[config.mk]
export PLATFORM = sky130hd
export DESIGN_NAME = byterun1_bitplane_decoder
export DESIGN_NICKNAME = d
export VERILOG_FILES = /design/src/hw/rtl/br1bpd_pkg.sv /design/src/hw/rtl/byterun1_bitplane_decoder.sv /design/src/hw/rtl/br1bpd_datapath.sv /design/src/hw/rtl/br1bpd_ctrl.sv
export SDC_FILE = /design/constraint.sdc
export NUM_CORES = 1
export LEC_CHECK = 0
export BUFFER_PORTS_ARGS = -buffer_cell sky130_fd_sc_hd__buf_2
export CAP_MARGIN = 40
export CORE_ASPECT_RATIO = 0.9
export CORE_MARGIN = 2
export CORE_UTILIZATION = 57
export DETAILED_ROUTE_END_ITERATION = 10
export PLACE_DENSITY = 0.77
export SLEW_MARGIN = 20
export SYNTH_ARGS = -nofsm -noshare
export SYNTH_HDL_FRONTEND = slang
export SYNTH_HIERARCHICAL = 1
export SYNTH_SLANG_ARGS = --single-unit
[constraint.sdc]
create_clock -name clk -period 5.75 [get_ports clk]
set_input_delay 1.15 -clock clk [delete_from_list [all_inputs] [get_ports clk]]
set_output_delay 1.15 -clock clk [all_outputs]
set_load 0.02 [all_outputs]
[src/hw/rtl/br1bpd_pkg.sv]
package br1bpd_pkg;

    // field and state widths
    localparam int LINE_W     = 14;
    localparam int ROW_W      = 16;
    localparam int PLANE_W    = 3;
    localparam int PCNT_W     = 4;
    localparam int RUN_W      = 8;
    localparam int WCNT_W     = 6;
    localparam int CFG_IDX_W  = 2;
    localparam int CFG_DATA_W = 16;

    // largest word count of one repeat run, minus one
    localparam logic [WCNT_W-1:0] WCNT_LAST = 6'd63;

    // compression modes
    localparam logic MODE_RAW = 1'b0;

    // register reset values
    localparam logic              MODE_RESET        = 1'b1;
    localparam logic [LINE_W-1:0] LINE_BYTES_RESET  = 14'd40;
    localparam logic [PCNT_W-1:0] PLANE_COUNT_RESET = 4'd5;
    localparam logic [ROW_W-1:0]  ROW_COUNT_RESET   = 16'd256;

    // decode phase of the run-length parser
    typedef enum logic [1:0] {
        PH_CONTROL = 2'd0,
        PH_LITERAL = 2'd1,
        PH_REPEAT  = 2'd2,
        PH_DISCARD = 2'd3
    } phase_t;

    // configuration register indexes
    typedef enum logic [CFG_IDX_W-1:0] {
        CFG_MODE        = 2'd0,
        CFG_LINE_BYTES  = 2'd1,
        CFG_PLANE_COUNT = 2'd2,
        CFG_ROW_COUNT   = 2'd3
    } cfg_index_t;

    // controller states
    typedef enum logic [1:0] {
        ST_IDLE,
        ST_EXEC,
        ST_REPEAT
    } ctrl_state_t;

    // controller to datapath commands
    typedef struct packed {
        logic accept;
        logic step;
        logic rep_push;
    } dp_cmd_t;

    // datapath to controller status
    typedef struct packed {
        logic slot_free;
        logic go_repeat;
        logic rep_last;
    } dp_sts_t;

endpackage

[src/hw/rtl/byterun1_bitplane_decoder.sv]
// ByteRun1 bitplane body decoder. Bytes of the image body enter one per request on the
// input channel; 16-bit bitplane words, each tagged with plane, row and end flags, leave
// on the output channel. Every byte is first accepted, then decoded, and the input stays
// closed until its decode step is done. The value byte of a repeat run then keeps the
// input closed while the word packer takes the repeated byte once per cycle while the
// output register can take a word, up to 128 times (at most 64 words); the run is clipped
// early at a line end or at the word limit. There is a single packer and a one-word output
// register; any cycle in which the output register still holds an untaken word stalls the
// packer and the decode step. Configuration writes are always taken (cfg_ready is tied
// high) and must only be issued while idle.
module byterun1_bitplane_decoder (
    input  logic                                 clk,
    input  logic                                 rst_n,
    input  logic                                 in_valid,
    output logic                                 in_ready,
    input  logic [7:0]                           data_byte,
    input  logic                                 frame_start,
    output logic                                 out_valid,
    input  logic                                 out_ready,
    output logic [15:0]                          out_word,
    output logic [br1bpd_pkg::PLANE_W-1:0]       plane_index,
    output logic [br1bpd_pkg::ROW_W-1:0]         row_index,
    output logic                                 line_end,
    output logic                                 image_end,
    output logic                                 overrun,
    output logic                                 last_of_input,
    input  logic                                 cfg_valid,
    output logic                                 cfg_ready,
    input  logic [br1bpd_pkg::CFG_IDX_W-1:0]     cfg_index,
    input  logic [br1bpd_pkg::CFG_DATA_W-1:0]    cfg_data
);

    br1bpd_pkg::dp_cmd_t cmd;
    br1bpd_pkg::dp_sts_t sts;

    // configuration port never stalls
    assign cfg_ready = 1'b1;

    // sequencer
    br1bpd_ctrl u_ctrl (
        .clk      (clk),
        .rst_n    (rst_n),
        .in_valid (in_valid),
        .in_ready (in_ready),
        .sts      (sts),
        .cmd      (cmd)
    );

    // decode, packing and output slot
    br1bpd_datapath u_datapath (
        .clk           (clk),
        .rst_n         (rst_n),
        .cmd           (cmd),
        .sts           (sts),
        .data_byte     (data_byte),
        .frame_start   (frame_start),
        .cfg_we        (cfg_valid && cfg_ready),
        .cfg_index     (cfg_index),
        .cfg_data      (cfg_data),
        .out_ready     (out_ready),
        .out_valid     (out_valid),
        .out_word      (out_word),
        .plane_index   (plane_index),
        .row_index     (row_index),
        .line_end      (line_end),
        .image_end     (image_end),
        .overrun       (overrun),
        .last_of_input (last_of_input)
    );

endmodule

[src/hw/rtl/br1bpd_datapath.sv]
module br1bpd_datapath (
    input  logic                                 clk,
    input  logic                                 rst_n,
    input  br1bpd_pkg::dp_cmd_t                  cmd,
    output br1bpd_pkg::dp_sts_t                  sts,
    input  logic [7:0]                           data_byte,
    input  logic                                 frame_start,
    input  logic                                 cfg_we,
    input  logic [br1bpd_pkg::CFG_IDX_W-1:0]     cfg_index,
    input  logic [br1bpd_pkg::CFG_DATA_W-1:0]    cfg_data,
    input  logic                                 out_ready,
    output logic                                 out_valid,
    output logic [15:0]                          out_word,
    output logic [br1bpd_pkg::PLANE_W-1:0]       plane_index,
    output logic [br1bpd_pkg::ROW_W-1:0]         row_index,
    output logic                                 line_end,
    output logic                                 image_end,
    output logic                                 overrun,
    output logic                                 last_of_input
);

    // configuration registers
    logic                              mode_reg;
    logic [br1bpd_pkg::LINE_W-1:0]     line_bytes_reg;
    logic [br1bpd_pkg::PCNT_W-1:0]     plane_count_reg;
    logic [br1bpd_pkg::ROW_W-1:0]      row_count_reg;

    // decode state
    logic [7:0]                        byte_reg;
    br1bpd_pkg::phase_t                phase_reg, phase_next;
    logic [br1bpd_pkg::RUN_W-1:0]      run_reg, run_next;
    logic [7:0]                        hold_reg, hold_next;
    logic                              hbv_reg, hbv_next;
    logic [br1bpd_pkg::LINE_W-1:0]     lcount_reg, lcount_next;
    logic [br1bpd_pkg::PLANE_W-1:0]    plane_reg, plane_next;
    logic [br1bpd_pkg::ROW_W-1:0]      row_reg, row_next;
    logic                              done_reg, done_next;
    logic [br1bpd_pkg::WCNT_W-1:0]     wcnt_reg, wcnt_next;

    // output slot
    logic                              out_valid_reg;
    logic [15:0]                       out_word_reg;
    logic [br1bpd_pkg::PLANE_W-1:0]    plane_index_reg;
    logic [br1bpd_pkg::ROW_W-1:0]      row_index_reg;
    logic                              line_end_reg;
    logic                              image_end_reg;
    logic                              overrun_reg;
    logic                              last_reg;

    // effective geometry
    logic [br1bpd_pkg::LINE_W-1:0]     eff_line;
    logic [br1bpd_pkg::PCNT_W-1:0]     eff_planes;
    logic [br1bpd_pkg::ROW_W-1:0]      eff_rows;

    // packer controls and results
    logic                              push_en;
    logic                              push_more;
    logic                              word_push;
    logic                              le;
    logic                              pwrap;
    logic                              rwrap;
    logic                              img_end_c;
    logic                              word_last;
    logic                              rep_last;
    logic [br1bpd_pkg::RUN_W-1:0]      run_dec;
    logic [br1bpd_pkg::LINE_W-1:0]     lcount_inc;
    logic [br1bpd_pkg::PLANE_W-1:0]    plane_inc;
    logic [br1bpd_pkg::ROW_W-1:0]      row_inc;
    logic                              decode_step;

    // configuration writes
    always_ff @(posedge clk or negedge rst_n)
    begin
        if (!rst_n)
        begin
            mode_reg        <= br1bpd_pkg::MODE_RESET;
            line_bytes_reg  <= br1bpd_pkg::LINE_BYTES_RESET;
            plane_count_reg <= br1bpd_pkg::PLANE_COUNT_RESET;
            row_count_reg   <= br1bpd_pkg::ROW_COUNT_RESET;
        end
        else if (cfg_we)
        begin
            unique case (br1bpd_pkg::cfg_index_t'(cfg_index))
                br1bpd_pkg::CFG_MODE:        mode_reg        <= cfg_data[0];
                br1bpd_pkg::CFG_LINE_BYTES:  line_bytes_reg  <= cfg_data[br1bpd_pkg::LINE_W-1:0];
                br1bpd_pkg::CFG_PLANE_COUNT: plane_count_reg <= cfg_data[br1bpd_pkg::PCNT_W-1:0];
                br1bpd_pkg::CFG_ROW_COUNT:   row_count_reg   <= cfg_data[br1bpd_pkg::ROW_W-1:0];
            endcase
        end
    end

    // clamp odd, tiny and out-of-range geometry
    always_comb
    begin
        if (line_bytes_reg[br1bpd_pkg::LINE_W-1:1] == '0)
            eff_line = 14'd2;
        else
            eff_line = {line_bytes_reg[br1bpd_pkg::LINE_W-1:1], 1'b0};

        if (plane_count_reg == 4'd0)
            eff_planes = 4'd1;
        else if (plane_count_reg > 4'd8)
            eff_planes = 4'd8;
        else
            eff_planes = plane_count_reg;

        eff_rows = (row_count_reg == '0) ? 16'd1 : row_count_reg;
    end

    assign run_dec     = (run_reg != '0) ? run_reg - 8'd1 : run_reg;
    assign decode_step = cmd.step && !done_reg;

    // pick which byte reaches the packer this cycle
    always_comb
    begin
        push_en   = 1'b0;
        push_more = 1'b0;
        if (decode_step && mode_reg == br1bpd_pkg::MODE_RAW)
        begin
            push_en = 1'b1;
        end
        else if (decode_step && phase_reg == br1bpd_pkg::PH_LITERAL)
        begin
            push_en   = 1'b1;
            push_more = (run_dec != '0);
        end
        else if (cmd.rep_push)
        begin
            push_en   = 1'b1;
            push_more = (run_dec != '0);
        end
    end

    // word packer and line, plane, row tracking
    assign lcount_inc = lcount_reg + 14'd1;
    assign plane_inc  = plane_reg + 3'd1;
    assign row_inc    = row_reg + 16'd1;
    assign word_push  = push_en && hbv_reg;
    assign le         = word_push && (lcount_inc >= eff_line);
    assign pwrap      = ({1'b0, plane_inc} >= eff_planes) || (plane_inc == '0);
    assign rwrap      = (row_inc >= eff_rows) || (row_inc == '0);
    assign img_end_c  = le && pwrap && rwrap;

    // a repeat run ends on a line end, when bytes run out, or at the word limit
    assign word_last = cmd.rep_push
                     ? (le || run_dec <= 8'd1 || wcnt_reg == br1bpd_pkg::WCNT_LAST)
                     : 1'b1;
    assign rep_last  = (run_dec == '0)
                     || (word_push && (le || wcnt_reg == br1bpd_pkg::WCNT_LAST));

    // next decode state
    always_comb
    begin
        phase_next  = phase_reg;
        run_next    = run_reg;
        hold_next   = hold_reg;
        hbv_next    = hbv_reg;
        lcount_next = lcount_reg;
        plane_next  = plane_reg;
        row_next    = row_reg;
        done_next   = done_reg;
        wcnt_next   = wcnt_reg;

        // packer update
        if (push_en)
        begin
            if (!hbv_reg)
            begin
                hold_next   = byte_reg;
                hbv_next    = 1'b1;
                lcount_next = lcount_inc;
            end
            else
            begin
                hbv_next = 1'b0;
                if (le)
                begin
                    lcount_next = '0;
                    plane_next  = pwrap ? '0 : plane_inc;
                    if (pwrap)
                    begin
                        row_next = row_inc;
                        if (rwrap)
                            done_next = 1'b1;
                    end
                end
                else
                begin
                    lcount_next = lcount_inc;
                end
            end
        end

        // run-length parser
        if (decode_step && mode_reg != br1bpd_pkg::MODE_RAW)
        begin
            unique case (phase_reg)
                br1bpd_pkg::PH_CONTROL:
                begin
                    if (!byte_reg[7])
                    begin
                        run_next   = {1'b0, byte_reg[6:0]} + 8'd1;
                        phase_next = br1bpd_pkg::PH_LITERAL;
                    end
                    else if (byte_reg[6:0] != '0)
                    begin
                        run_next   = 8'd1 - byte_reg;
                        phase_next = br1bpd_pkg::PH_REPEAT;
                    end
                end
                br1bpd_pkg::PH_LITERAL:
                begin
                    run_next = run_dec;
                    if (le && run_dec != '0)
                        phase_next = br1bpd_pkg::PH_DISCARD;
                    else if (run_dec == '0)
                        phase_next = br1bpd_pkg::PH_CONTROL;
                end
                br1bpd_pkg::PH_REPEAT:
                begin
                    wcnt_next = '0;
                    if (run_reg == '0)
                        phase_next = br1bpd_pkg::PH_CONTROL;
                end
                br1bpd_pkg::PH_DISCARD:
                begin
                    run_next = run_dec;
                    if (run_dec == '0)
                        phase_next = br1bpd_pkg::PH_CONTROL;
                end
            endcase
        end

        // repeat run countdown
        if (cmd.rep_push)
        begin
            run_next = run_dec;
            if (word_push)
                wcnt_next = wcnt_reg + 6'd1;
            if (rep_last)
            begin
                run_next   = '0;
                phase_next = br1bpd_pkg::PH_CONTROL;
            end
        end

        // frame restart ahead of the new byte
        if (cmd.accept && frame_start)
        begin
            phase_next  = br1bpd_pkg::PH_CONTROL;
            run_next    = '0;
            hold_next   = '0;
            hbv_next    = 1'b0;
            lcount_next = '0;
            plane_next  = '0;
            row_next    = '0;
            done_next   = 1'b0;
        end
    end

    // decode state registers
    always_ff @(posedge clk or negedge rst_n)
    begin
        if (!rst_n)
        begin
            phase_reg  <= br1bpd_pkg::PH_CONTROL;
            run_reg    <= '0;
            hold_reg   <= '0;
            hbv_reg    <= 1'b0;
            lcount_reg <= '0;
            plane_reg  <= '0;
            row_reg    <= '0;
            done_reg   <= 1'b0;
            wcnt_reg   <= '0;
        end
        else
        begin
            phase_reg  <= phase_next;
            run_reg    <= run_next;
            hold_reg   <= hold_next;
            hbv_reg    <= hbv_next;
            lcount_reg <= lcount_next;
            plane_reg  <= plane_next;
            row_reg    <= row_next;
            done_reg   <= done_next;
            wcnt_reg   <= wcnt_next;
        end
    end

    // input byte latch
    always_ff @(posedge clk)
    begin
        if (cmd.accept)
            byte_reg <= data_byte;
    end

    // output slot valid
    always_ff @(posedge clk or negedge rst_n)
    begin
        if (!rst_n)
            out_valid_reg <= 1'b0;
        else if (word_push)
            out_valid_reg <= 1'b1;
        else if (out_ready)
            out_valid_reg <= 1'b0;
    end

    // output slot payload
    always_ff @(posedge clk)
    begin
        if (word_push)
        begin
            out_word_reg    <= {hold_reg, byte_reg};
            plane_index_reg <= plane_reg;
            row_index_reg   <= row_reg;
            line_end_reg    <= le;
            image_end_reg   <= img_end_c;
            overrun_reg     <= le && push_more;
            last_reg        <= word_last;
        end
    end

    assign out_valid     = out_valid_reg;
    assign out_word      = out_word_reg;
    assign plane_index   = plane_index_reg;
    assign row_index     = row_index_reg;
    assign line_end      = line_end_reg;
    assign image_end     = image_end_reg;
    assign overrun       = overrun_reg;
    assign last_of_input = last_reg;

    // status to the controller
    assign sts.slot_free = !out_valid_reg || out_ready;
    assign sts.go_repeat = (mode_reg != br1bpd_pkg::MODE_RAW) && !done_reg
                         && (phase_reg == br1bpd_pkg::PH_REPEAT) && (run_reg != '0);
    assign sts.rep_last  = rep_last;

    // a run in progress always has bytes left
    a_run_nonzero: assert property (@(posedge clk) disable iff (!rst_n)
        phase_reg != br1bpd_pkg::PH_CONTROL |-> run_reg != '0)
        else $error("run count empty outside control phase");

    // a finished image sits at the start of a row
    a_done_aligned: assert property (@(posedge clk) disable iff (!rst_n)
        done_reg |-> (plane_reg == '0 && lcount_reg == '0 && !hbv_reg))
        else $error("image done with partial row state");

    // a word is only packed into a free output slot
    a_slot_free: assert property (@(posedge clk) disable iff (!rst_n)
        word_push && !out_ready |-> !out_valid_reg)
        else $error("word packed over a pending result");

    // no words once the image is complete
    a_no_word_done: assert property (@(posedge clk) disable iff (!rst_n)
        word_push |-> !done_reg)
        else $error("word packed after image end");

endmodule

[src/hw/rtl/br1bpd_ctrl.sv]
module br1bpd_ctrl (
    input  logic                 clk,
    input  logic                 rst_n,
    input  logic                 in_valid,
    output logic                 in_ready,
    input  br1bpd_pkg::dp_sts_t  sts,
    output br1bpd_pkg::dp_cmd_t  cmd
);

    br1bpd_pkg::ctrl_state_t state_reg, state_next;

    // state register
    always_ff @(posedge clk or negedge rst_n)
    begin
        if (!rst_n)
            state_reg <= br1bpd_pkg::ST_IDLE;
        else
            state_reg <= state_next;
    end

    // next state and commands
    always_comb
    begin
        state_next = state_reg;
        cmd        = '0;
        in_ready   = 1'b0;
        unique case (state_reg)
            br1bpd_pkg::ST_IDLE:
            begin
                in_ready = 1'b1;
                if (in_valid)
                begin
                    cmd.accept = 1'b1;
                    state_next = br1bpd_pkg::ST_EXEC;
                end
            end
            br1bpd_pkg::ST_EXEC:
            begin
                if (sts.slot_free)
                begin
                    cmd.step   = 1'b1;
                    state_next = sts.go_repeat ? br1bpd_pkg::ST_REPEAT : br1bpd_pkg::ST_IDLE;
                end
            end
            br1bpd_pkg::ST_REPEAT:
            begin
                if (sts.slot_free)
                begin
                    cmd.rep_push = 1'b1;
                    if (sts.rep_last)
                        state_next = br1bpd_pkg::ST_IDLE;
                end
            end
            default:
            begin
                state_next = br1bpd_pkg::ST_IDLE;
            end
        endcase
    end

    // repeat expansion only runs while the datapath holds a live repeat run
    a_repeat_live: assert property (@(posedge clk) disable iff (!rst_n)
        state_reg == br1bpd_pkg::ST_REPEAT |-> sts.go_repeat)
        else $error("repeat state without a live repeat run");

endmodule

Word level (Yosys, flattened, before mapping)
Index checks and enable logic that the tools add are counted.
Widths: inputs -> output; s select.
Operators by class
  multiply operators: 0
  multiplexer cells: 72
  shifts and indexed selects: 0
  eq/ne operators: 15
  bitwise operators: 1
  $lt $le $gt $ge: 5
  add/subtract/negate cells: 7
  divide/modulo/power cells: 0
  reductions and logical operators: 56
Operator list (count)
  $mux 16: 6
  $mux 8: 10
  $mux 14: 5
  $logic_not 16->1: 2
  $mux 2: 14
  $mux 6: 4
  $mux 1: 23
  $add 16x1->16 const B: 1
  $ge 16x16->1: 1
  $logic_not 8->1: 2
  $pmux 8 s2: 1
  $reduce_bool 8->1: 2
  $logic_and 1x1->1: 15
  $mux 3: 5
  $add 14x1->14 const B: 1
  $ge 14x14->1: 1
  $logic_not 13->1: 1
  $reduce_bool 2->1: 6
  $eq 2x2->1 const B: 5
  $reduce_and 2->1: 5
  $add 7x1->8 const B: 1
  $le 8x1->1 const B: 1
  $mux 4: 2
  $ne 2x2->1 const B: 4
  25 further kinds: 38
Storage, ports and cells
  bits in read-only memories: 0
  bits in latches: 0
  memories: 0
  logic and storage cells: 179
  output and inout port bits: 42
  memory bits (writable): 0
  input bits: 32
  bits in registers: 144

Depth between registers and ports, before layout
Gate-level depths: netlist of the first run.
  depth after elaboration: 17
  gate-level depth with buffers: 17
  gate-level depth less buffers: 15

Modules after synthesis
The synthesis of the first run kept the hierarchy.
By module, submodules not included
  br1bpd_datapath: sequential area each 3771.1 um2, area an instance 7853.8 um2, instances 1, cells an instance 751
  br1bpd_ctrl: sequential area each 50.0 um2, area an instance 111.4 um2, instances 1, cells an instance 12
  byterun1_bitplane_decoder: sequential area each 0.0 um2, area an instance 11.3 um2, instances 1, cells an instance 2

Least setup slack after synthesis of the first run
No wires, ideal clock.
  kind: in2reg
  start: input port out_ready
  end: register u_ctrl.state_reg[1]
  buffers on the path: 3
  data required time: 5.628 ns
  arrival: 3.230 ns
  cell stages on the path: 12
  path slack: 2.398 ns
  library setup time: 0.122 ns
  cells stage by stage: nand2b_1 and3_2 buf_4 inv_2 a221o_1 a221o_1 a211oi_4 or3_1 buf_4 buf_4 nand2_1 a32o_1
RTL lines
  start: declaration: line byterun1_bitplane_decoder.sv:19  | input logic out_ready,
  end signal: assignment: line br1bpd_ctrl.sv:16  | state_reg <= br1bpd_pkg::ST_IDLE;
  end signal: assignment: line br1bpd_ctrl.sv:18  | state_reg <= state_next;
  end: declaration: line br1bpd_ctrl.sv:10  | br1bpd_pkg::ctrl_state_t state_reg, state_next;

Worst setup path after layout of the first run
  start: register u_datapath/lcount_reg[0] (netlist name)
  end: register u_datapath/row_reg[3] (netlist name)
Between the ends
  cells in the longest elaborated chain, start to end: 5
Ends and longest elaborated chain
  start: declaration: line br1bpd_datapath.sv:34  | logic [br1bpd_pkg::LINE_W-1:0] lcount_reg, lcount_next;
  start signal: assignment: line br1bpd_datapath.sv:282  | lcount_reg <= lcount_next;
  $add 14x1->14: line br1bpd_datapath.sv:135  | assign lcount_inc = lcount_reg + 14'd1;
  $ge 14x14->1: line br1bpd_datapath.sv:139  | assign le = word_push && (lcount_inc >= eff_line);
  $logic_and 1x1->1: line br1bpd_datapath.sv:139
  $reduce_bool 2->1 (no line)
  $reduce_and 4->1 (no line)
  end signal: assignment: line br1bpd_datapath.sv:284  | row_reg <= row_next;
  end: declaration: line br1bpd_datapath.sv:36  | logic [br1bpd_pkg::ROW_W-1:0] row_reg, row_next;
Every way passes these cells.
A chain may end at the register's enable or synchronous reset.

==> results.sh, run 1 <==
export IMPL_ys_seq_area_share_pct=47.9
export IMPL_io_buffers=72
export IMPL_track_usage_pct=24.8
export IMPL_cp_arrival_ns=3.85
export IMPL_tns_ns=0
export IMPL_path_class="flip-flop to flip-flop"
export IMPL_synthAdderAreaFrac_pct=6.90
export IMPL_worst_ir_drop_vdd_mv=0.250
export IMPL_cp_slowest_cell="a211oi_4"
export IMPL_design_core_area_sq_um=13500
export IMPL_synthFlopType="dfrtp_1"
export IMPL_grt_pass1_vias=5707
export IMPL_drt_wirelength_per_cell_um=17.2
export IMPL_fin_cells=1006
export IMPL_maxSlewHeadroom_pct=46.2
export IMPL_timing_critical_path_cells="ha_1 -> nand2_1 -> nor2_1 -> and3_1 -> and3_1 -> xor2_1 -> ha_1 -> o21ai_0 -> nor2_1 -> and3b_1 -> a211oi_4 -> buf_6 -> nand3b_1 -> xor2_1 -> nor2_1"
export IMPL_final_cell_mix="dfrtp_1, buf_2, nor2_1"
export IMPL_setup_viol=0
export IMPL_ys_seq_elements=143
export IMPL_htree_levels=4
export IMPL_synth_area_mux_share_pct=5.80
export IMPL_layout_commonest_cell="dfrtp_1"
export IMPL_fmax_ghz=0.281
export IMPL_hold_viol=0
export IMPL_design_area_sq_um=9100
export IMPL_start_util_pct=59.0
export IMPL_min_period_ns=3.56
export IMPL_grt_pass1_wl_um=28700
export IMPL_ios=74
export IMPL_wl_um=17300
export IMPL_num_vias=5961
export IMPL_cts_root_buf="clkbuf_16"
export IMPL_cp_end_kind="flip-flop"
export IMPL_synth_top_family_by_area="simple AND/OR/NAND/NOR gates"
export IMPL_drv_cap=0
export IMPL_yosys_area_share_simple_pct=18.2
export IMPL_cts_buffers=17
export IMPL_overflow=0
export IMPL_synth_edf_count=47
export IMPL_r2r_slack_ns=2.19
export IMPL_syn_area_sq_um=7980
export IMPL_cts_sinks=143
export IMPL_gp_congestion=0.891
export IMPL_crit_path_frequent_cell="nor2_1"
export IMPL_worstSetupStartpointType="flip-flop"
export IMPL_grt_start_max_net_pins=64
export IMPL_hold_ws_ns=0.457
export IMPL_slew_violations=0
export IMPL_fin_nets=901
export IMPL_drt_first_pass_iters=5
export IMPL_ant_nets=0
export IMPL_rr_startpoint="u_datapath/lcount_reg[0]"
export IMPL_cp_max_fo=16
export IMPL_fin_crit_sh_pct=61.8
export IMPL_drive_gt1_share_pct=21.4
export IMPL_synth_async_reset_ratio_pct=67.1
export IMPL_row_count=40
export IMPL_vias_per_cell=5.93
export IMPL_die_x_um=129
export IMPL_p_leak_nw=4.18
export IMPL_cts_resized=0
export IMPL_synth_xor_area_share_pct=5.82
export IMPL_max_slew_worst_pin_slew_ns=0.801
export IMPL_dp_hpwl_um=12100
export IMPL_fillers=1007
export IMPL_cp_startpoint="u_datapath/lcount_reg[0]"
export IMPL_dp_cells=973
export IMPL_synthCells=765
export IMPL_antenna_found_initial=0
export IMPL_synth_compound_area_share_pct=10.7
export IMPL_clock_latency_ns=0.43
export IMPL_die_area_sq_um=15000
export IMPL_synth_distinct_cells=77
export IMPL_finalClockSkew_ns=0.00654
export IMPL_drt_drc_violations_left=0
export IMPL_die_y_um=116
export IMPL_required_ns=6.04
export IMPL_drt_iter0_drc=529
export IMPL_pwr_share_comb_pct=27.9
export IMPL_clockBufferDepth=2
export IMPL_cts_tree="yes"
export IMPL_area_growth_pct=14.1
export IMPL_slowest_delay_ns=0.50
export IMPL_hp_class="flip-flop to flip-flop"
export IMPL_p_switching_mw=1.24
export IMPL_status="finished clean"
export IMPL_antennaDiodeCount=0
export IMPL_ctsHoldBuffers=0
export IMPL_switching_share_pct=33.3
export IMPL_cts_clk_slew_worst_paths_ns=0.06
export IMPL_synth_warnings=6
export IMPL_p_seq_share_pct=38.8
export IMPL_rsz0062_at_grt="false"
export IMPL_synth_fp_nets=841
export IMPL_post_cts_buffers=0
export IMPL_p_int_mw=2.47
export IMPL_hold_path_startpoint="u_datapath/hold_reg[0]"
export IMPL_p_per_area_nw_per_um2=408
export IMPL_syn_area_per_cell_sq_um=10.4
export IMPL_placed_area_sq_um=8410
export IMPL_p_clk_share_pct=33.3
-- per-stage QoR --
step	setup WS, ns	util (%)	power (mW)
after floorplan	2.40	-	2.21
after global placement	1.62	62.1	2.41
after detailed placement	1.94	62.2	2.46
after CTS	2.21	67.1	3.72
after global routing	1.85	67.4	3.92
final	2.19	67.4	3.71
-- cells in the mapped netlist (4+ instances only) --
master    instances  area, sq um
dfrtp_1          90         2250
nor2_1           66          248
nand2_1          61          229
edfxtp_1         47         1410
inv_1            45          169
ha_1             44          551
xor2_1           35          307
mux2_2           34          383
a21oi_1          33          165
nand3_1          33          165
o21ai_0          30          150
nand2b_1         23          144
clkbuf_1         20         75.1
xnor2_1          18          158
nor3_1           14         70.1
and3_1           12         75.1
nor4_1           11         68.8
buf_2             9         45.0
a21o_1            8         60.1
mux2i_1           8         80.1
nand4_1           7         43.8
o22ai_1           7         43.8
dfstp_2           6          158
a211oi_1          5         37.5
nand3b_1          5         37.5
or3_1             5         31.3
a22oi_1           4         30.0
and2_1            4         25.0
and3b_1           4         35.0
buf_4             4         30.0
o21ai_1           4         20.0
-- per-layer routing --
layer,GRT usage (%),wire [um],part of all wire [%]
met1,33.9,7880,46
met2,38.8,8150,47
met3,6.32,958,5.5
met4,8.77,329,1.9
met5,0,0,0
-- power groups by stage --
stage	Clock (mW)	Sequential, mW	Combinational, mW
2_1_floorplan	0	1.40	0.815
3_3_place_gp	0	1.44	0.977
3_5_place_dp	0	1.45	1.02
4_1_cts	1.26	1.43	1.03
5_1_grt	1.30	1.46	1.16
6_report	1.24	1.44	1.03
-- logic make-up (layout without fill, tap and decap cells) --
group,Yosys count,after routing
AND/OR/NAND/NOR,272,272
flip-flops,143,143
AO/OA/AOI/OAI,125,125
buffers and inverters,85,158
XOR/XNOR,53,53
adder cells (fa/ha/maj),44,44
multiplexers,42,42
other,1,1
-- critical path: cells and delay by family, from the launching register on --
kind	cells	cell delay, ns
simple gates	8	1.25
compound gates	2	0.63
fa+ha+maj	2	0.47
flops	1	0.43
xor+xnor	2	0.39
buf+inv	1	0.26
-- cell type report --
| type | instances | area, sq um | share of cell area, % |
|---|---|---|---|
| Sequential cell | 143 | 3820 | 42.0 |
| Multi-Input combinational cell | 537 | 3780 | 41.6 |
| Timing Repair Buffer | 80 | 447 | 4.91 |
| Clock buffer | 17 | 425 | 4.67 |
| Clock inverter | 15 | 240 | 2.64 |
| Tap cell | 168 | 210 | 2.31 |
| Inverter | 46 | 173 | 1.90 |
-- final timing paths --
kind / depth (start not counted) / endpoint
setup reg to reg: 15 / u_datapath/row_reg[3]
hold / removal: 0 / u_datapath/out_word[8]
setup / recovery: 15 / u_datapath/row_reg[3]
min in group asynchronous: 1 / u_datapath/row_count_reg[5]
hold reg to reg: 0 / u_datapath/out_word[8]
max in group asynchronous: 3 / u_datapath/plane_count_reg[2]
Power figures use the tool's default switching activity.
==> inputs of run 2 (changes only) <==
--- a/config.mk
+++ b/config.mk
@@ -5,6 +5,7 @@
 export SDC_FILE = /design/constraint.sdc
 export NUM_CORES = 1
 export LEC_CHECK = 0
+export ABC_AREA = 1
 export BUFFER_PORTS_ARGS = -buffer_cell sky130_fd_sc_hd__buf_2
 export CAP_MARGIN = 40
 export CORE_ASPECT_RATIO = 0.9
==> constraint.sdc (replaced) <==
create_clock -name clk -period 3.3 [get_ports clk]
set_input_delay 0.66 -clock clk [delete_from_list [all_inputs] [get_ports clk]]
set_output_delay 0.66 -clock clk [all_outputs]
set_load 0.02 [all_outputs]
==> run 2 against run 1 <==
  * Clock skew increased by 0.0092 ns
  * Worst setup slack lost 2.0 ns
  * Final cell count grew 19%
  * Clock power up 71%
  * Maximum frequency rose by 15%
  * Sequential share of layout area rose by 0.093 points
  * Largest cell class unchanged
  * Highest routed layer unchanged
==> results.sh, run 2 <==
export IMPL_antennaDiodeCount=0
export IMPL_synthTopCellsByCount="nand2_1, inv_1, dfrtp_1"
export IMPL_fmax_ghz=0.324
export IMPL_setup_viol=0
export IMPL_required_ns=3.62
export IMPL_ys_seq_area_share_pct=49.2
export IMPL_gp_congestion=0.887
export IMPL_die_x_um=127
export IMPL_cp_max_fo=4
export IMPL_min_period_ns=3.09
export IMPL_route_met2_wl_um=8010
export IMPL_final_cell_mix="nand2_1, inv_1, dfrtp_1"
export IMPL_synth_warnings=6
export IMPL_track_usage_pct=25.0
export IMPL_p_leak_nw=4.58
export IMPL_switching_share_pct=35.9
export IMPL_cts_root_buf="clkbuf_16"
export IMPL_drive_gt1_share_pct=16.0
export IMPL_rr_startpoint="u_datapath/lcount_reg[0]"
export IMPL_grt_pass1_vias=6040
export IMPL_highest_layer="met4"
export IMPL_syn_area_sq_um=7760
export IMPL_grt_start_max_net_pins=57
export IMPL_wl_met3_um=1050
export IMPL_cts_sinks=143
export IMPL_design_area_sq_um=9080
export IMPL_synthCells=926
export IMPL_die_y_um=115
export IMPL_r2r_end="u_ctrl/state_reg[1]"
export IMPL_grt_pass1_wl_um=28600
export IMPL_hold_ws_ns=0.215
export IMPL_ios=74
export IMPL_total_power_mw=6.58
export IMPL_yosys_cell_count_top_type="nand2_1"
export IMPL_worst_ir_drop_vdd_mv=0.501
export IMPL_p_switching_mw=2.36
export IMPL_cts_tree="yes"
export IMPL_fin_crit_sh_pct=93.6
export IMPL_fin_nets=1094
export IMPL_ant_nets=0
export IMPL_synthFlopType="dfrtp_1"
export IMPL_synth_fp_nets=1002
export IMPL_drt_iter0_drc=562
export IMPL_path_class="flip-flop to flip-flop"
export IMPL_netlist_area_leader_share_pct=29.0
export IMPL_yosysTopAreaCell="dfrtp_1"
export IMPL_worstSetupStartpointType="flip-flop"
export IMPL_num_vias=6483
export IMPL_area_growth_pct=17.0
export IMPL_setup_slack_ns=0.210
export IMPL_vias_per_cell=5.41
export IMPL_antenna_found_initial=0
export IMPL_wl_um=17300
export IMPL_drt_wirelength_per_cell_um=14.4
export IMPL_clock_latency_ns=0.43
export IMPL_place_ws_ns=0.154
export IMPL_r2r_slack_ns=0.21
export IMPL_start_util_pct=58.3
export IMPL_met1_length_um=7840
export IMPL_clockBufferDepth=2
export IMPL_overflow=0
export IMPL_p_int_mw=4.22
export IMPL_tns_ns=0
export IMPL_slew_violations=0
export IMPL_pwr_share_comb_pct=30.2
export IMPL_hp_class="input port to async pin"
export IMPL_fin_cells=1199
export IMPL_p_clk_share_pct=32.2
export IMPL_status="finished clean"
export IMPL_synth_async_reset_ratio_pct=67.1
export IMPL_hold_viol=0
export IMPL_row_count=40
export IMPL_p_seq_share_pct=37.7
export IMPL_cts_clk_slew_worst_paths_ns=0.06
export IMPL_drv_cap=0
export IMPL_dp_cells=1163
export IMPL_io_buffers=72
export IMPL_cp_startpoint="u_datapath/lcount_reg[0]"
export IMPL_drt_first_pass_iters=6
export IMPL_ys_seq_elements=143
export IMPL_maxSlewHeadroom_pct=47.1
export IMPL_cts_buffers=17
export IMPL_synth_edf_count=47
export IMPL_finalClockSkew_ns=0.0157
export IMPL_ff_latch_area_sq_um=3820
export IMPL_multi_input_area_sq_um=3320
export IMPL_fillers=1053
export IMPL_dp_hpwl_um=12200
export IMPL_reg2regPathDepth=23
export IMPL_design_core_area_sq_um=13300
export IMPL_htree_levels=4
export IMPL_utilization_pct=68.2
export IMPL_placed_area_sq_um=8350
export IMPL_synth_top_cells_by_area="dfrtp_1, edfxtp_1, nand2_1, inv_1, ha_1"
export IMPL_syn_area_per_cell_sq_um=8.38
export IMPL_synth_distinct_cells=38
export IMPL_p_per_area_nw_per_um2=725
export IMPL_layout_commonest_cell="nand2_1"
export IMPL_cp_end_kind="flip-flop"
export IMPL_max_slew_worst_pin_slew_ns=0.792
export IMPL_die_area_sq_um=14600
export IMPL_cp_arrival_ns=3.41
export IMPL_drt_drc_violations_left=0
-- run 2: cell types whose count changed after synthesis, moves of 22 or more --
cell / delta
inv_1: +105
mux2_2: -34
nand2_1: +158
nand2b_1: -23
nand3_1: +32
o21ai_0: +37
xor2_1: -22
-- run 2: worst max path at each step --
stage / end / slack, ns / cells after the start
final: u_ctrl/state_reg[1] / 0.21 / 23
after global routing: u_ctrl/state_reg[1] / -0.07 / 24
after CTS: u_datapath/row_reg[4] / 0.07 / 19
after detailed placement: u_datapath/lcount_reg[1] / 0.15 / 20
after global placement: u_datapath/row_reg[0] / 0.28 / 20
after floorplan: u_ctrl/state_reg[1] / 0.46 / 24
-- run 2: logic make-up (layout without fill, tap and decap cells) --
family	count (synthesis)	count (layout)	synth area share (%)
AND/OR/NAND/NOR	409	409	23.0
other	1	1	0.0483
XOR/XNOR	14	14	1.58
AO/OA/AOI/OAI	144	144	10.5
flip-flops	143	143	49.2
adder cells (fa/ha/maj)	44	44	7.09
buffers and inverters	171	276	8.56
-- run 2: timing repair --
item	CTS	global route
gates resized for setup	0	12
endpoints found under the setup margin	0	48
buffers inserted	0	4
hold buffers	0	0
-- run 2: metal layers --
layer,global-route usage [%],vias to the layer above
li1,-,3241
met1,34.6,2995
met5,0,-
met4,9.45,0
met2,38.6,217
met3,6.31,30
-- run 2: power groups by stage --
stage	clock network (mW)	logic (mW)	registers, mW
after detailed placement	0	1.92	2.49
after CTS	2.15	1.95	2.47
after global routing	2.23	2.27	2.52
after floorplan	0	1.38	2.51
after global placement	0	1.88	2.49
final	2.12	1.98	2.48
-- run 2: area by class of cell --
cell class	instances	area share [%]
Sequential cell	143	42.1
Multi-Input combinational cell	612	36.6
Inverter	159	6.57
Timing Repair Buffer	85	5.25
Clock buffer	17	4.68
Clock inverter	15	2.55
Tap cell	168	2.31
-- run 2: worst max-delay path: stages, from the launching register on --
cell,delay [ns]
dfrtp_1,0.41
ha_2,0.22
nand2_1,0.07
nor2_2,0.16
nand3_2,0.14
nor2_4,0.17
nand2_1,0.08
xor2_1,0.18
inv_1,0.07
ha_1,0.28
nand2_1,0.09
inv_1,0.05
nand2_1,0.06
nand2_1,0.05
a21oi_1,0.17
nand3_2,0.14
o21bai_1,0.21
nand2_2,0.10
inv_1,0.06
nand3_1,0.06
nand2_1,0.06
inv_1,0.05
nand3_1,0.06
nand2_1,0.05
==> inputs of run 3 (changes only) <==
--- a/config.mk
+++ b/config.mk
@@ -6,7 +6,7 @@
 export NUM_CORES = 1
 export LEC_CHECK = 0
 export ABC_AREA = 1
-export BUFFER_PORTS_ARGS = -buffer_cell sky130_fd_sc_hd__buf_2
+export BUFFER_PORTS_ARGS = -buffer_cell sky130_fd_sc_hd__buf_4
 export CAP_MARGIN = 40
 export CORE_ASPECT_RATIO = 0.9
 export CORE_MARGIN = 2
==> run 3 against run 2 <==
  * Die area unchanged
  * Flip-flop and latch count unchanged
  * Routed wire length increased by 0.28%
  * Largest power group unchanged
==> results.sh, run 3 (same netlist as run 2, synthesis figures left out) <==
export IMPL_cp_arrival_ns=3.34
export IMPL_highest_layer="met4"
export IMPL_path_class="flip-flop to flip-flop"
export IMPL_dp_cells=1162
export IMPL_dp_hpwl_um=12300
export IMPL_cts_clk_slew_worst_paths_ns=0.06
export IMPL_drt_drc_violations_left=0
export IMPL_design_core_area_sq_um=13300
export IMPL_grt_pass1_vias=5929
export IMPL_setup_viol=0
export IMPL_wl_um=17300
export IMPL_drt_first_pass_iters=6
export IMPL_rsz0062_at_grt="false"
export IMPL_hold_viol=0
export IMPL_clock_latency_ns=0.42
export IMPL_area_growth_pct=18.2
export IMPL_ctsHoldBuffers=0
export IMPL_slew_violations=0
export IMPL_cp_startpoint="u_datapath/lcount_reg[0]"
export IMPL_track_usage_pct=25.1
export IMPL_setup_slack_ns=0.297
export IMPL_gp_congestion=0.908
export IMPL_total_power_mw=6.52
export IMPL_post_cts_buffers=0
export IMPL_p_per_area_nw_per_um2=711
export IMPL_clockBufferDepth=2
export IMPL_layout_commonest_cell="nand2_1"
export IMPL_fin_crit_sh_pct=91.0
export IMPL_worst_ir_drop_vdd_mv=0.563
export IMPL_drt_iter0_drc=604
export IMPL_place_ws_ns=0.103
export IMPL_maxSlewHeadroom_pct=44.0
export IMPL_cp_max_fo=13
export IMPL_row_count=40
export IMPL_p_leak_nw=4.59
export IMPL_tns_ns=0
export IMPL_vias_per_cell=5.43
export IMPL_reg2regPathDepth=20
export IMPL_route_met2_wl_um=8160
export IMPL_start_util_pct=58.3
export IMPL_design_area_sq_um=9180
export IMPL_rr_startpoint="u_datapath/lcount_reg[0]"
export IMPL_worstSetupStartpointType="flip-flop"
export IMPL_die_y_um=115
export IMPL_drt_wirelength_per_cell_um=14.5
export IMPL_fin_nets=1089
export IMPL_antennaDiodeCount=0
export IMPL_die_area_sq_um=14600
export IMPL_met1_length_um=8120
export IMPL_wl_met3_um=878
export IMPL_hp_class="input port to async pin"
export IMPL_finalClockSkew_ns=0.00711
export IMPL_die_x_um=127
export IMPL_cts_tree="yes"
export IMPL_required_ns=3.64
export IMPL_overflow=0
export IMPL_fmax_ghz=0.333
export IMPL_htree_levels=4
export IMPL_final_cell_mix="nand2_1, inv_1, dfrtp_1"
export IMPL_fin_cells=1194
export IMPL_ant_nets=0
export IMPL_grt_start_max_net_pins=53
export IMPL_drive_gt1_share_pct=15.4
export IMPL_grt_pass1_wl_um=28600
export IMPL_cp_end_kind="flip-flop"
export IMPL_antenna_found_initial=0
export IMPL_status="finished clean"
export IMPL_max_slew_worst_pin_slew_ns=0.838
export IMPL_drv_cap=0
export IMPL_num_vias=6488
export IMPL_ios=74
export IMPL_min_period_ns=3.00
export IMPL_cts_buffers=17
export IMPL_io_buffers=72
export IMPL_cts_root_buf="clkbuf_16"
export IMPL_cts_sinks=143
export IMPL_placed_area_sq_um=8530
run 3: layer usage:
metal | track usage, % | vias to the layer above
li1 | - | 3230
met1 | 35.1 | 3074
met2 | 40.0 | 172
met3 | 6.36 | 12
met4 | 6.08 | 0
met5 | 0 | -
run 3: worst max-delay path, cell delays in order (launching register included):
cell     delay (ns)
dfrtp_2        0.41
ha_1           0.19
nand2_1        0.07
nor2_2         0.12
nand3_2        0.12
nor2_4         0.13
nand2_1        0.07
xor2_1         0.17
inv_1          0.06
ha_1           0.28
nand2_1        0.10
inv_1          0.05
nand2_1        0.05
nand2_1        0.04
a21oi_1        0.15
nand3_2        0.13
nand2_4        0.13
inv_2          0.07
nor2_4         0.15
nand2_2        0.19
o21ai_0        0.21
run 3: report_power, final:
group          switching (mW)  total [mW]  leakage, nW  internal [mW]
Clock                   0.758        2.03        0.294           1.27
Sequential              0.284        2.49         1.69           2.21
Combinational            1.31        2.00         2.60          0.695
run 3: metrics by stage:
stage               utilization (%)  hold WS, ns
finish                         68.9        0.285
global route                   68.9        0.326
CTS                            68.7        0.305
detailed placement             64.0        0.434
global placement               63.9        0.430
floorplan                         -        0.364
run 3: cell type report:
cell class	instances	area, sq um
clock buffer	19	433
clock inverter	13	188
fill	1053	4140
inverter	159	597
multi-input combinational	612	3310
sequential	143	3820
tap	168	210
timing repair buffer	80	621
run 3: repair_timing:
item / in CTS / in global routing
gates resized for setup: 0 / 8
endpoints found under the hold margin: 0 / 0
setup endpoints to repair: 0 / 47
run 3: worst paths after layout:
check                                          endpoint  slack [ns]
max in group asynchronous  u_datapath/line_bytes_reg[3]        2.27
min reg2reg                      u_datapath/out_word[9]        0.46
max                            u_datapath/lcount_reg[1]        0.30
max reg2reg                    u_datapath/lcount_reg[1]        0.30
min in group clk                 u_datapath/byte_reg[6]        0.41
min                              u_datapath/hold_reg[3]        0.29
